File: src/sv/tpr90_pkg.sv
// Shared types, constants and the pixel rotation function of the tiled plane rotator.
// No dependencies; used by tpr90_emit and tiled_plane_rotate_90_core.
`default_nettype none

package tpr90_pkg;

    localparam int TILE         = 8;
    localparam int DATA_W       = 64;
    localparam int ADDR_W       = 24;
    localparam int CFG_W        = 13;
    localparam int CFG_IDX_W    = 2;
    localparam int MAX_SIDE_DEF = 4096;

    localparam logic [2:0] ROW_LAST = 3'd7;

    // configuration register indexes
    localparam logic [CFG_IDX_W-1:0] CFG_DST_WIDTH   = 2'd0;
    localparam logic [CFG_IDX_W-1:0] CFG_DEST_HEIGHT = 2'd1;
    localparam logic [CFG_IDX_W-1:0] CFG_TURN_DIR    = 2'd2;

    // turn directions
    localparam logic DIR_CW  = 1'b0;
    localparam logic DIR_CCW = 1'b1;

    // eight rows of a tile, row r at index r
    typedef logic [TILE-1:0][DATA_W-1:0] t_tile;

    // one finished tile handed to the emitter
    typedef struct packed {
        t_tile             tile;
        logic [ADDR_W-1:0] base;
        logic [ADDR_W-1:0] step;
        logic              dir;
        logic              frame_last;
    } t_job;

    // destination row i of a rotated tile
    function automatic logic [DATA_W-1:0] rotate_row(input t_tile tile, input logic [2:0] i,
                                                     input logic dir);
        logic [DATA_W-1:0] v;
        v = '0;
        for (int k = 0; k < TILE; k++) begin
            if (dir == DIR_CW) begin
                v[8*k +: 8] = tile[TILE-1-k][{i, 3'b000} +: 8];
            end else begin
                v[8*k +: 8] = tile[k][{~i, 3'b000} +: 8];
            end
        end
        return v;
    endfunction

endpackage

`default_nettype wire

File: src/sv/tpr90_emit.sv
// Output stage: holds one rotated tile and plays out its eight rows with addresses.
// Depends on tpr90_pkg.
`default_nettype none

module tpr90_emit (
    input  wire logic                       i_clk,
    input  wire logic                       i_rst_n,
    input  wire logic                       i_load,
    input  wire tpr90_pkg::t_job            i_job,
    output logic                            o_free,
    output logic                            o_valid,
    input  wire logic                       i_ready,
    output logic [tpr90_pkg::DATA_W-1:0]    o_bytes,
    output logic [tpr90_pkg::ADDR_W-1:0]    o_addr,
    output logic                            o_tile_last,
    output logic                            o_frame_last
);

    logic                         r_valid;
    logic [2:0]                   r_idx;
    tpr90_pkg::t_job              r_job;
    logic [tpr90_pkg::ADDR_W-1:0] r_addr;
    logic                         xfer;
    logic                         at_last;

    assign at_last = (r_idx == tpr90_pkg::ROW_LAST);
    assign xfer    = r_valid && i_ready;
    // free when empty or when the final row leaves this cycle
    assign o_free  = !r_valid || (at_last && i_ready);

    always_ff @(posedge i_clk) begin
        if (!i_rst_n) begin
            r_valid <= 1'b0;
            r_idx   <= '0;
        end else if (i_load) begin
            r_valid <= 1'b1;
            r_idx   <= '0;
        end else if (xfer) begin
            if (at_last) begin
                r_valid <= 1'b0;
            end
            r_idx <= r_idx + 3'd1;
        end
    end

    always_ff @(posedge i_clk) begin
        if (i_load) begin
            r_job  <= i_job;
            r_addr <= i_job.base;
        end else if (xfer) begin
            r_addr <= r_addr + r_job.step;
        end
    end

    assign o_valid      = r_valid;
    assign o_bytes      = tpr90_pkg::rotate_row(r_job.tile, r_idx, r_job.dir);
    assign o_addr       = r_addr;
    assign o_tile_last  = at_last;
    assign o_frame_last = at_last && r_job.frame_last;

endmodule

`default_nettype wire

File: src/sv/tiled_plane_rotate_90_core.sv
// Top level of the tiled quarter-turn plane rotator: tile fill, address stage, emitter.
// Depends on tpr90_pkg and tpr90_emit.
//
// Usage:
//   Slave stream: one 64-bit source tile row per transfer; eight rows make a tile,
//   tiles in source order. Master stream: eight rotated destination rows per tile,
//   tdata = {dest_address, out_bytes}, tlast = tile_last, tuser = frame_last.
//   Config port: write destination width, height and turn direction only while idle.
// Path: a tile's eighth row enters the address stage register; the tile is loaded
//   into the emitter once the emitter is free, and its first rotated row is then valid.
// Throughput: one row per cycle on each side while the master side is ready; set by the
//   emitter, which sends one destination row per cycle and overlaps the next tile's fill.
// Reset: counters return to the first tile of the frame, registers to 8 / 8 /
//   clockwise, all pipeline stages empty.
// Stall: with the master side stalled, the fill keeps taking rows up to the
//   eighth row of the next tile; that row waits while the address stage is full.
`default_nettype none

module tiled_plane_rotate_90_core #(
    parameter int MAX_SIDE = tpr90_pkg::MAX_SIDE_DEF
) (
    input  wire logic                          i_clk,
    input  wire logic                          i_rst_n,
    // configuration write port
    input  wire logic                          i_cfg_we,
    input  wire logic [tpr90_pkg::CFG_IDX_W-1:0] i_cfg_addr,
    input  wire logic [tpr90_pkg::CFG_W-1:0]   i_cfg_wdata,
    // source rows
    input  wire logic                          i_s_axis_tvalid,
    output logic                               o_s_axis_tready,
    input  wire logic [63:0]                   i_s_axis_tdata,  // [63:0] row_bytes
    // rotated rows
    output logic                               o_m_axis_tvalid,
    input  wire logic                          i_m_axis_tready,
    output logic [87:0]                        o_m_axis_tdata,  // [63:0] out_bytes,
                                                                // [87:64] dest_address
    output logic                               o_m_axis_tlast,  // tile_last
    output logic                               o_m_axis_tuser   // [0] frame_last
);

    localparam int MAX_T = MAX_SIDE / tpr90_pkg::TILE;   // tiles per side, max
    localparam int CW    = $clog2(MAX_T);                 // tile counter width
    localparam int TW    = CW + 1;                        // tile count width
    localparam int AW    = tpr90_pkg::ADDR_W;
    localparam int RAW_W = tpr90_pkg::CFG_W - 3;

    // ---------------- configuration registers ----------------
    logic [tpr90_pkg::CFG_W-1:0] r_dst_width;
    logic [tpr90_pkg::CFG_W-1:0] r_dest_height;
    logic                        r_turn;

    always_ff @(posedge i_clk) begin
        if (!i_rst_n) begin
            r_dst_width   <= tpr90_pkg::CFG_W'(8);
            r_dest_height <= tpr90_pkg::CFG_W'(8);
            r_turn        <= tpr90_pkg::DIR_CW;
        end else if (i_cfg_we) begin
            unique case (i_cfg_addr)
                tpr90_pkg::CFG_DST_WIDTH:   r_dst_width   <= i_cfg_wdata;
                tpr90_pkg::CFG_DEST_HEIGHT: r_dest_height <= i_cfg_wdata;
                tpr90_pkg::CFG_TURN_DIR:    r_turn        <= i_cfg_wdata[0];
                default: ;  // unmapped index, ignored
            endcase
        end
    end

    // sizes in tiles: low three bits dropped, clamped to 1..MAX_T
    logic [RAW_W-1:0] w_raw, h_raw;
    logic [TW-1:0]    wt, ht;

    assign w_raw = r_dst_width[tpr90_pkg::CFG_W-1:3];
    assign h_raw = r_dest_height[tpr90_pkg::CFG_W-1:3];

    always_comb begin
        if (w_raw == '0)             wt = TW'(1);
        else if (32'(w_raw) > MAX_T) wt = TW'(MAX_T);
        else                         wt = TW'(w_raw);
        if (h_raw == '0)             ht = TW'(1);
        else if (32'(h_raw) > MAX_T) ht = TW'(MAX_T);
        else                         ht = TW'(h_raw);
    end

    // ---------------- tile fill ----------------
    logic [tpr90_pkg::DATA_W-1:0] r_fill [0:tpr90_pkg::TILE-2];
    logic [2:0]    r_row;
    logic [CW-1:0] r_tx, r_ty;        // source tile column / row counters
    logic          in_acc, tile_done;
    logic          last_col, last_row;
    logic [CW-1:0] n_tx, n_ty;

    // address stage
    logic                 r_b_valid;
    tpr90_pkg::t_tile     r_b_tile;
    logic [CW-1:0]        r_b_tx, r_b_ty;
    logic                 r_b_flast;
    logic                 b_move, b_free;

    // emitter
    logic                 c_free;
    tpr90_pkg::t_job      job;

    assign b_move          = r_b_valid && c_free;
    assign b_free          = !r_b_valid || c_free;
    assign o_s_axis_tready = (r_row != tpr90_pkg::ROW_LAST) || b_free;
    assign in_acc          = i_s_axis_tvalid && o_s_axis_tready;
    assign tile_done       = in_acc && (r_row == tpr90_pkg::ROW_LAST);

    assign last_col = (TW'(r_tx) + TW'(1)) >= ht;
    assign last_row = (TW'(r_ty) + TW'(1)) >= wt;

    always_comb begin
        n_tx = r_tx;
        n_ty = r_ty;
        if (last_col) begin
            n_tx = '0;
            n_ty = last_row ? '0 : r_ty + CW'(1);
        end else begin
            n_tx = r_tx + CW'(1);
        end
    end

    always_ff @(posedge i_clk) begin
        if (!i_rst_n) begin
            r_row <= '0;
            r_tx  <= '0;
            r_ty  <= '0;
        end else if (in_acc) begin
            r_row <= r_row + 3'd1;   // wraps after the eighth row
            if (tile_done) begin
                r_tx <= n_tx;
                r_ty <= n_ty;
            end
        end
    end

    always_ff @(posedge i_clk) begin
        if (in_acc && !tile_done) begin
            r_fill[r_row] <= i_s_axis_tdata;
        end
    end

    // ---------------- address stage ----------------
    always_ff @(posedge i_clk) begin
        if (!i_rst_n) begin
            r_b_valid <= 1'b0;
        end else if (tile_done) begin
            r_b_valid <= 1'b1;
        end else if (b_move) begin
            r_b_valid <= 1'b0;
        end
    end

    always_ff @(posedge i_clk) begin
        if (tile_done) begin
            r_b_tile  <= {i_s_axis_tdata, r_fill[6], r_fill[5], r_fill[4],
                          r_fill[3], r_fill[2], r_fill[1], r_fill[0]};
            r_b_tx    <= r_tx;
            r_b_ty    <= r_ty;
            r_b_flast <= last_col && last_row;
        end
    end

    // base = W*m + c, mod 2^24
    //   clockwise:     m = 8*tx + 1,          c = -8 - 8*ty
    //   anticlockwise: m = 8*(ht - 1 - tx),   c = 8*ty
    // W = 8*wt, so only the low 21 bits of wt*m matter.
    logic [AW-4:0]    m_val, diff;
    logic [TW+AW-4:0] prod;
    logic [AW-1:0]    wm, c_val, ty8, n_base;

    always_comb begin
        diff = (AW-3)'(ht) - (AW-3)'(1) - (AW-3)'(r_b_tx);
        if (r_turn == tpr90_pkg::DIR_CW) begin
            m_val = {(AW-6)'(r_b_tx), 3'b000} + (AW-3)'(1);
        end else begin
            m_val = {diff[AW-7:0], 3'b000};
        end
        prod  = (TW+AW-3)'(wt) * (TW+AW-3)'(m_val);
        wm    = {prod[AW-4:0], 3'b000};
        ty8   = {(AW-3)'(r_b_ty), 3'b000};
        if (r_turn == tpr90_pkg::DIR_CW) begin
            c_val = AW'(0) - AW'(8) - ty8;
        end else begin
            c_val = ty8;
        end
        n_base = wm + c_val;
    end

    always_comb begin
        job.tile       = r_b_tile;
        job.base       = n_base;
        job.step       = {(AW-3)'(wt), 3'b000};
        job.dir        = r_turn;
        job.frame_last = r_b_flast;
    end

    // ---------------- emitter ----------------
    logic [tpr90_pkg::DATA_W-1:0] out_bytes;
    logic [AW-1:0]                out_addr;

    tpr90_emit u_emit (
        .i_clk        (i_clk),
        .i_rst_n      (i_rst_n),
        .i_load       (b_move),
        .i_job        (job),
        .o_free       (c_free),
        .o_valid      (o_m_axis_tvalid),
        .i_ready      (i_m_axis_tready),
        .o_bytes      (out_bytes),
        .o_addr       (out_addr),
        .o_tile_last  (o_m_axis_tlast),
        .o_frame_last (o_m_axis_tuser)
    );

    assign o_m_axis_tdata = {out_addr, out_bytes};

    // ---------------- assertions ----------------
    a_tile_to_stage: assert property (@(posedge i_clk) disable iff (!i_rst_n)
        tile_done |=> r_b_valid)
        else $error("completed tile did not reach the address stage");

    a_row_wrap: assert property (@(posedge i_clk) disable iff (!i_rst_n)
        tile_done |=> (r_row == '0))
        else $error("row counter did not wrap after the eighth row");

    a_stage_hold: assert property (@(posedge i_clk) disable iff (!i_rst_n)
        (r_b_valid && !c_free) |=> (r_b_valid && $stable(r_b_tx) && $stable(r_b_ty)))
        else $error("address stage lost a waiting tile");

    a_emit_start: assert property (@(posedge i_clk) disable iff (!i_rst_n)
        b_move |=> (o_m_axis_tvalid && !o_m_axis_tlast))
        else $error("emitter did not start at the first row of a tile");

endmodule

`default_nettype wire

File: config.mk
export PLATFORM = sky130hd
export DESIGN_NAME = tiled_plane_rotate_90_core
export DESIGN_NICKNAME = d
export VERILOG_FILES = /design/src/sv/tpr90_pkg.sv /design/src/sv/tpr90_emit.sv /design/src/sv/tiled_plane_rotate_90_core.sv
export SDC_FILE = /design/constraint.sdc
export NUM_CORES = 2
export LEC_CHECK = 0
export BUFFER_PORTS_ARGS = -buffer_cell sky130_fd_sc_hd__buf_2
export CELL_PAD_IN_SITES_DETAIL_PLACEMENT = 1
export CELL_PAD_IN_SITES_GLOBAL_PLACEMENT = 2
export CORE_UTILIZATION = 53
export CTS_CLUSTER_DIAMETER = 150
export DETAILED_ROUTE_END_ITERATION = 10
export PLACE_DENSITY_LB_ADDON = 0.1
export SETUP_SLACK_MARGIN = 0.15
export SKIP_CTS_REPAIR_TIMING = 1
export SLEW_MARGIN = 20
export SYNTH_ARGS = -nofsm -noshare
export SYNTH_HDL_FRONTEND = slang
export SYNTH_HIERARCHICAL = 1
export SYNTH_SLANG_ARGS = --single-unit
File: constraint.sdc
create_clock -name i_clk -period 31.5 [get_ports i_clk]
set_input_delay 4.725 -clock i_clk [delete_from_list [all_inputs] [get_ports i_clk]]
set_output_delay 4.725 -clock i_clk [all_outputs]
set_load 0.005 [all_outputs]
==> results.cfg <==
[floorplan]
die_area_sq_um = 122000
initial_core_util = 0.537
io_pins = 176
core_area_sq_um = 119000
die_x_microns = 349
die-height_microns = 349
rows = 126

[synthesis]
yosysTopAreaCell = edfxtp_1
avgSynthCellArea_sq_um = 20.0
synth_top_family_by_area = multiplexers
synth_fa_ha_area_frac = 0.0520
ys_seq_area_frac = 0.741
synth.mux.area_fraction = 0.118
synthXorXnorAreaFrac = 0.0122
synth_cell_type_count = 87
ys.flop_type = edfxtp_1
async_flop_share = 0
synth_top_area_share = 0.726
netlist_instances = 3186
synthTopCellsByArea = edfxtp_1 (73%), mux4_2 (11%), fa_1 (2.9%)
synth_compound_area_frac = 0.0274
yosysWarnings = 6
ys_ff_latch = 1588
synthSimpleGateAreaFrac = 0.0331
syn_area_sq_um = 63700
synth-edff-count = 1541

[timing]
fin_tns_setup_ns = 0
fin_crit_sh = 0.353
rsz0062_at_grt = no
hold_viol = 0
fin_skew_ns = 0.0244
min_period_ns = 11.13
slew_violations = 0
fmax_mhz = 89.8
relSlewSlack = 0.258
worst_slew_pin_slew_ns = 1.10
finalSetupViolCount = 0

[critical_path]
critPathCapture = u_emit/o_addr[23]
r2r-start = r_dest_height[3]
cpLargestDelayFamily = adder cells
crit_path_max_fanout = 10
critPathLaunchType = flip-flop
critPathBufInv = 4
cp.arrival_ns = 11.63
cpMaxStageDelayCell = fa_1
critical_path.max_stage_delay_ns = 0.55
path_depth = 45
critPathRequiredTime_ns = 32.00
reg2reg_depth = 45
critPathLaunch = r_dest_height[3]
reg2reg_slack_ns = 20.37
critPathKind = reg2reg
cp-end-kind = flip-flop
r2r_end = u_emit/o_addr[23]

[finish]
final_cell_area_sq_um = 71700
nets = 3767
drive_gt1_frac = 0.224
area.growth.synth_to_final_pct = 12.5
final_cell_count_no_fill = 5194

[drt]
drt_iter0_drc = 2102
first_pass_iters = 8
vias = 30092
viasPerCell = 5.79
wl_microns = 133000
wl_per_cell_microns = 25.6
ant_nets = 0
drc = 0

[job]
cap_viol_max_count = 0

[clock_tree]
htreeDepth = 4
cts_sinks = 1588
cts.clk_slew.worst_paths_ns = 0.06
cts_tree = done
root_buffer = clkbuf_16
clock_latency_ns = 0.75
clk_path_buf_depth = 3
numCtsBuffers = 160

[global_route]
antenna_found_initial = 8
grt_pass1_wl_microns = 200000
grt_max_degree = 147
grt-ovfl-total = 0
first_global_vias = 32693
grt_usage = 0.222

[placed_design]
routabilityCongestion = 0.817
placed_area_sq_um = 66500
numPortBuffers = 173
placedCellCount = 4905
dp_hpwl_microns = 86200

[power_and_ir_drop]
total_power_mw = 4.25
power.density_nw_per_um2 = 59.3
leakage_nw = 23.7
ir_worst_vdd_v = 0.0000547

[worst_hold_path]
hold_path.class = reg2reg

[run_status]
status = finished clean
worst min-delay path by stage:
| stage | startpoint | end | cells after the start |
|---|---|---|---|
| 2_1_floorplan | r_fill[0][50] | job[100] | 0 |
| 3_3_place_gp | job[504] | u_emit/r_job[504] | 0 |
| 3_5_place_dp | r_fill[0][57] | job[107] | 0 |
| 4_1_cts | r_fill[0][61] | job[111] | 0 |
| 5_1_grt | job[134] | u_emit/r_job[134] | 0 |
| 6_report | r_fill[0][61] | job[111] | 0 |
per-stage QoR:
stage | hold slack, ns | utilization | setup WS (ns)
finish | 0.407 | 0.605 | 20.37
CTS | 0.404 | 0.603 | 20.37
global placement | 0.400 | 0.561 | 20.63
global route | 0.417 | 0.605 | 19.82
detailed placement | 0.405 | 0.561 | 20.39
floorplan | 0.400 | - | 11.34
per-layer routing:
metal	vias to the layer above	GRT usage	share of wire	wire (microns)
met5	-	0	0.000098	13
met2	810	0.382	0.51	68200
met3	194	0.0343	0.049	6470
met1	15872	0.292	0.41	55000
li1	13214	-	-	-
met4	2	0.0675	0.023	3100
where the power goes:
part / leakage, nW / internal, mW / switching, mW
logic: 6.99 / 0.0443 / 0.0879
clock network: 2.42 / 1.02 / 0.781
registers: 14.3 / 2.32 / 0.00587
worst register-to-register path, delay by kind of cell (launching register included):
| family | cells | cell delay (ns) |
|---|---|---|
| adders and majority gates | 9 | 3.91 |
| DFF | 1 | 0.33 |
| and+or+nand+nor | 13 | 2.25 |
| buffers and inverters | 4 | 0.23 |
| xor gates and xnor gates | 4 | 0.64 |
| AOI/OAI and AO/OA | 15 | 3.52 |
state kept, by name, indices dropped and copies added (netlist names):
| name | count |
|---|---|
| r_ty | 9 |
| r_row | 3 |
| r_b_ty | 9 |
| r_b_flast | 1 |
| r_b_valid | 1 |
| r_dest_height | 10 |
| r_fill | 448 |
| r_tx | 9 |
| u_emit/o_valid | 1 |
| job | 512 |
| u_emit/r_idx | 3 |
| u_emit/o_addr | 24 |
| r_turn | 1 |
| u_emit/r_job | 538 |
| r_b_tx | 9 |
| r_dst_width | 10 |
area by class of cell:
cell class              instances  area, sq um
clock inverters                88          830
clock buffers                 191         4140
well taps                    1600         2000
multi-input cells            1356        15600
inverters                     153          582
repair buffers                215         1310
fillers                     10125        46900
diodes                          3         7.51
flip-flops and latches       1588        47200
cell families (layout without fill, tap and decap cells):
kind of cell | after synthesis | in the layout
DFF | 1588 | 1588
buffers and inverters | 258 | 647
xor gates and xnor gates | 89 | 89
AOI/OAI and AO/OA | 253 | 253
other | 1 | 20
and+or+nand+nor | 437 | 437
adders and majority gates | 209 | 209
muxes | 351 | 351
cells in the mapped netlist, types with 7 or more instances:
cell	n
edfxtp_1	1541
mux4_2	320
inv_1	150
nand2_1	143
ha_1	116
nor2_1	112
fa_1	93
xnor2_1	65
a21oi_1	64
clkbuf_1	64
dfxtp_1	47
o21ai_0	44
nor2b_1	31
buf_2	29
mux2i_1	28
nand3_1	28
nor3_1	26
xor2_1	24
a21o_1	23
o21a_1	18
and3_1	17
a21boi_0	16
nand2b_1	16
and2_1	14
a31oi_1	10
nand3b_1	10
o21ai_1	10
buf_1	9
o211ai_1	8
o31ai_1	8
or3_1	7
layout by cell type (no fill, tap or decap), types with 27 or more instances in the layout:
cell,count
inv_1,149
buf_2,173
xnor2_1,65
dfxtp_1,43
nand2_1,143
fa_1,93
ha_1,116
o21ai_0,44
buf_4,32
clkbuf_1,30
clkbuf_16,161
nor2b_1,31
clkinv_1,36
a21oi_1,64
nand3_1,28
mux4_2,320
nor2_1,107
mux2i_1,27
edfxtp_1,1541
No activity file was read; power rests on OpenSTA's default activity.
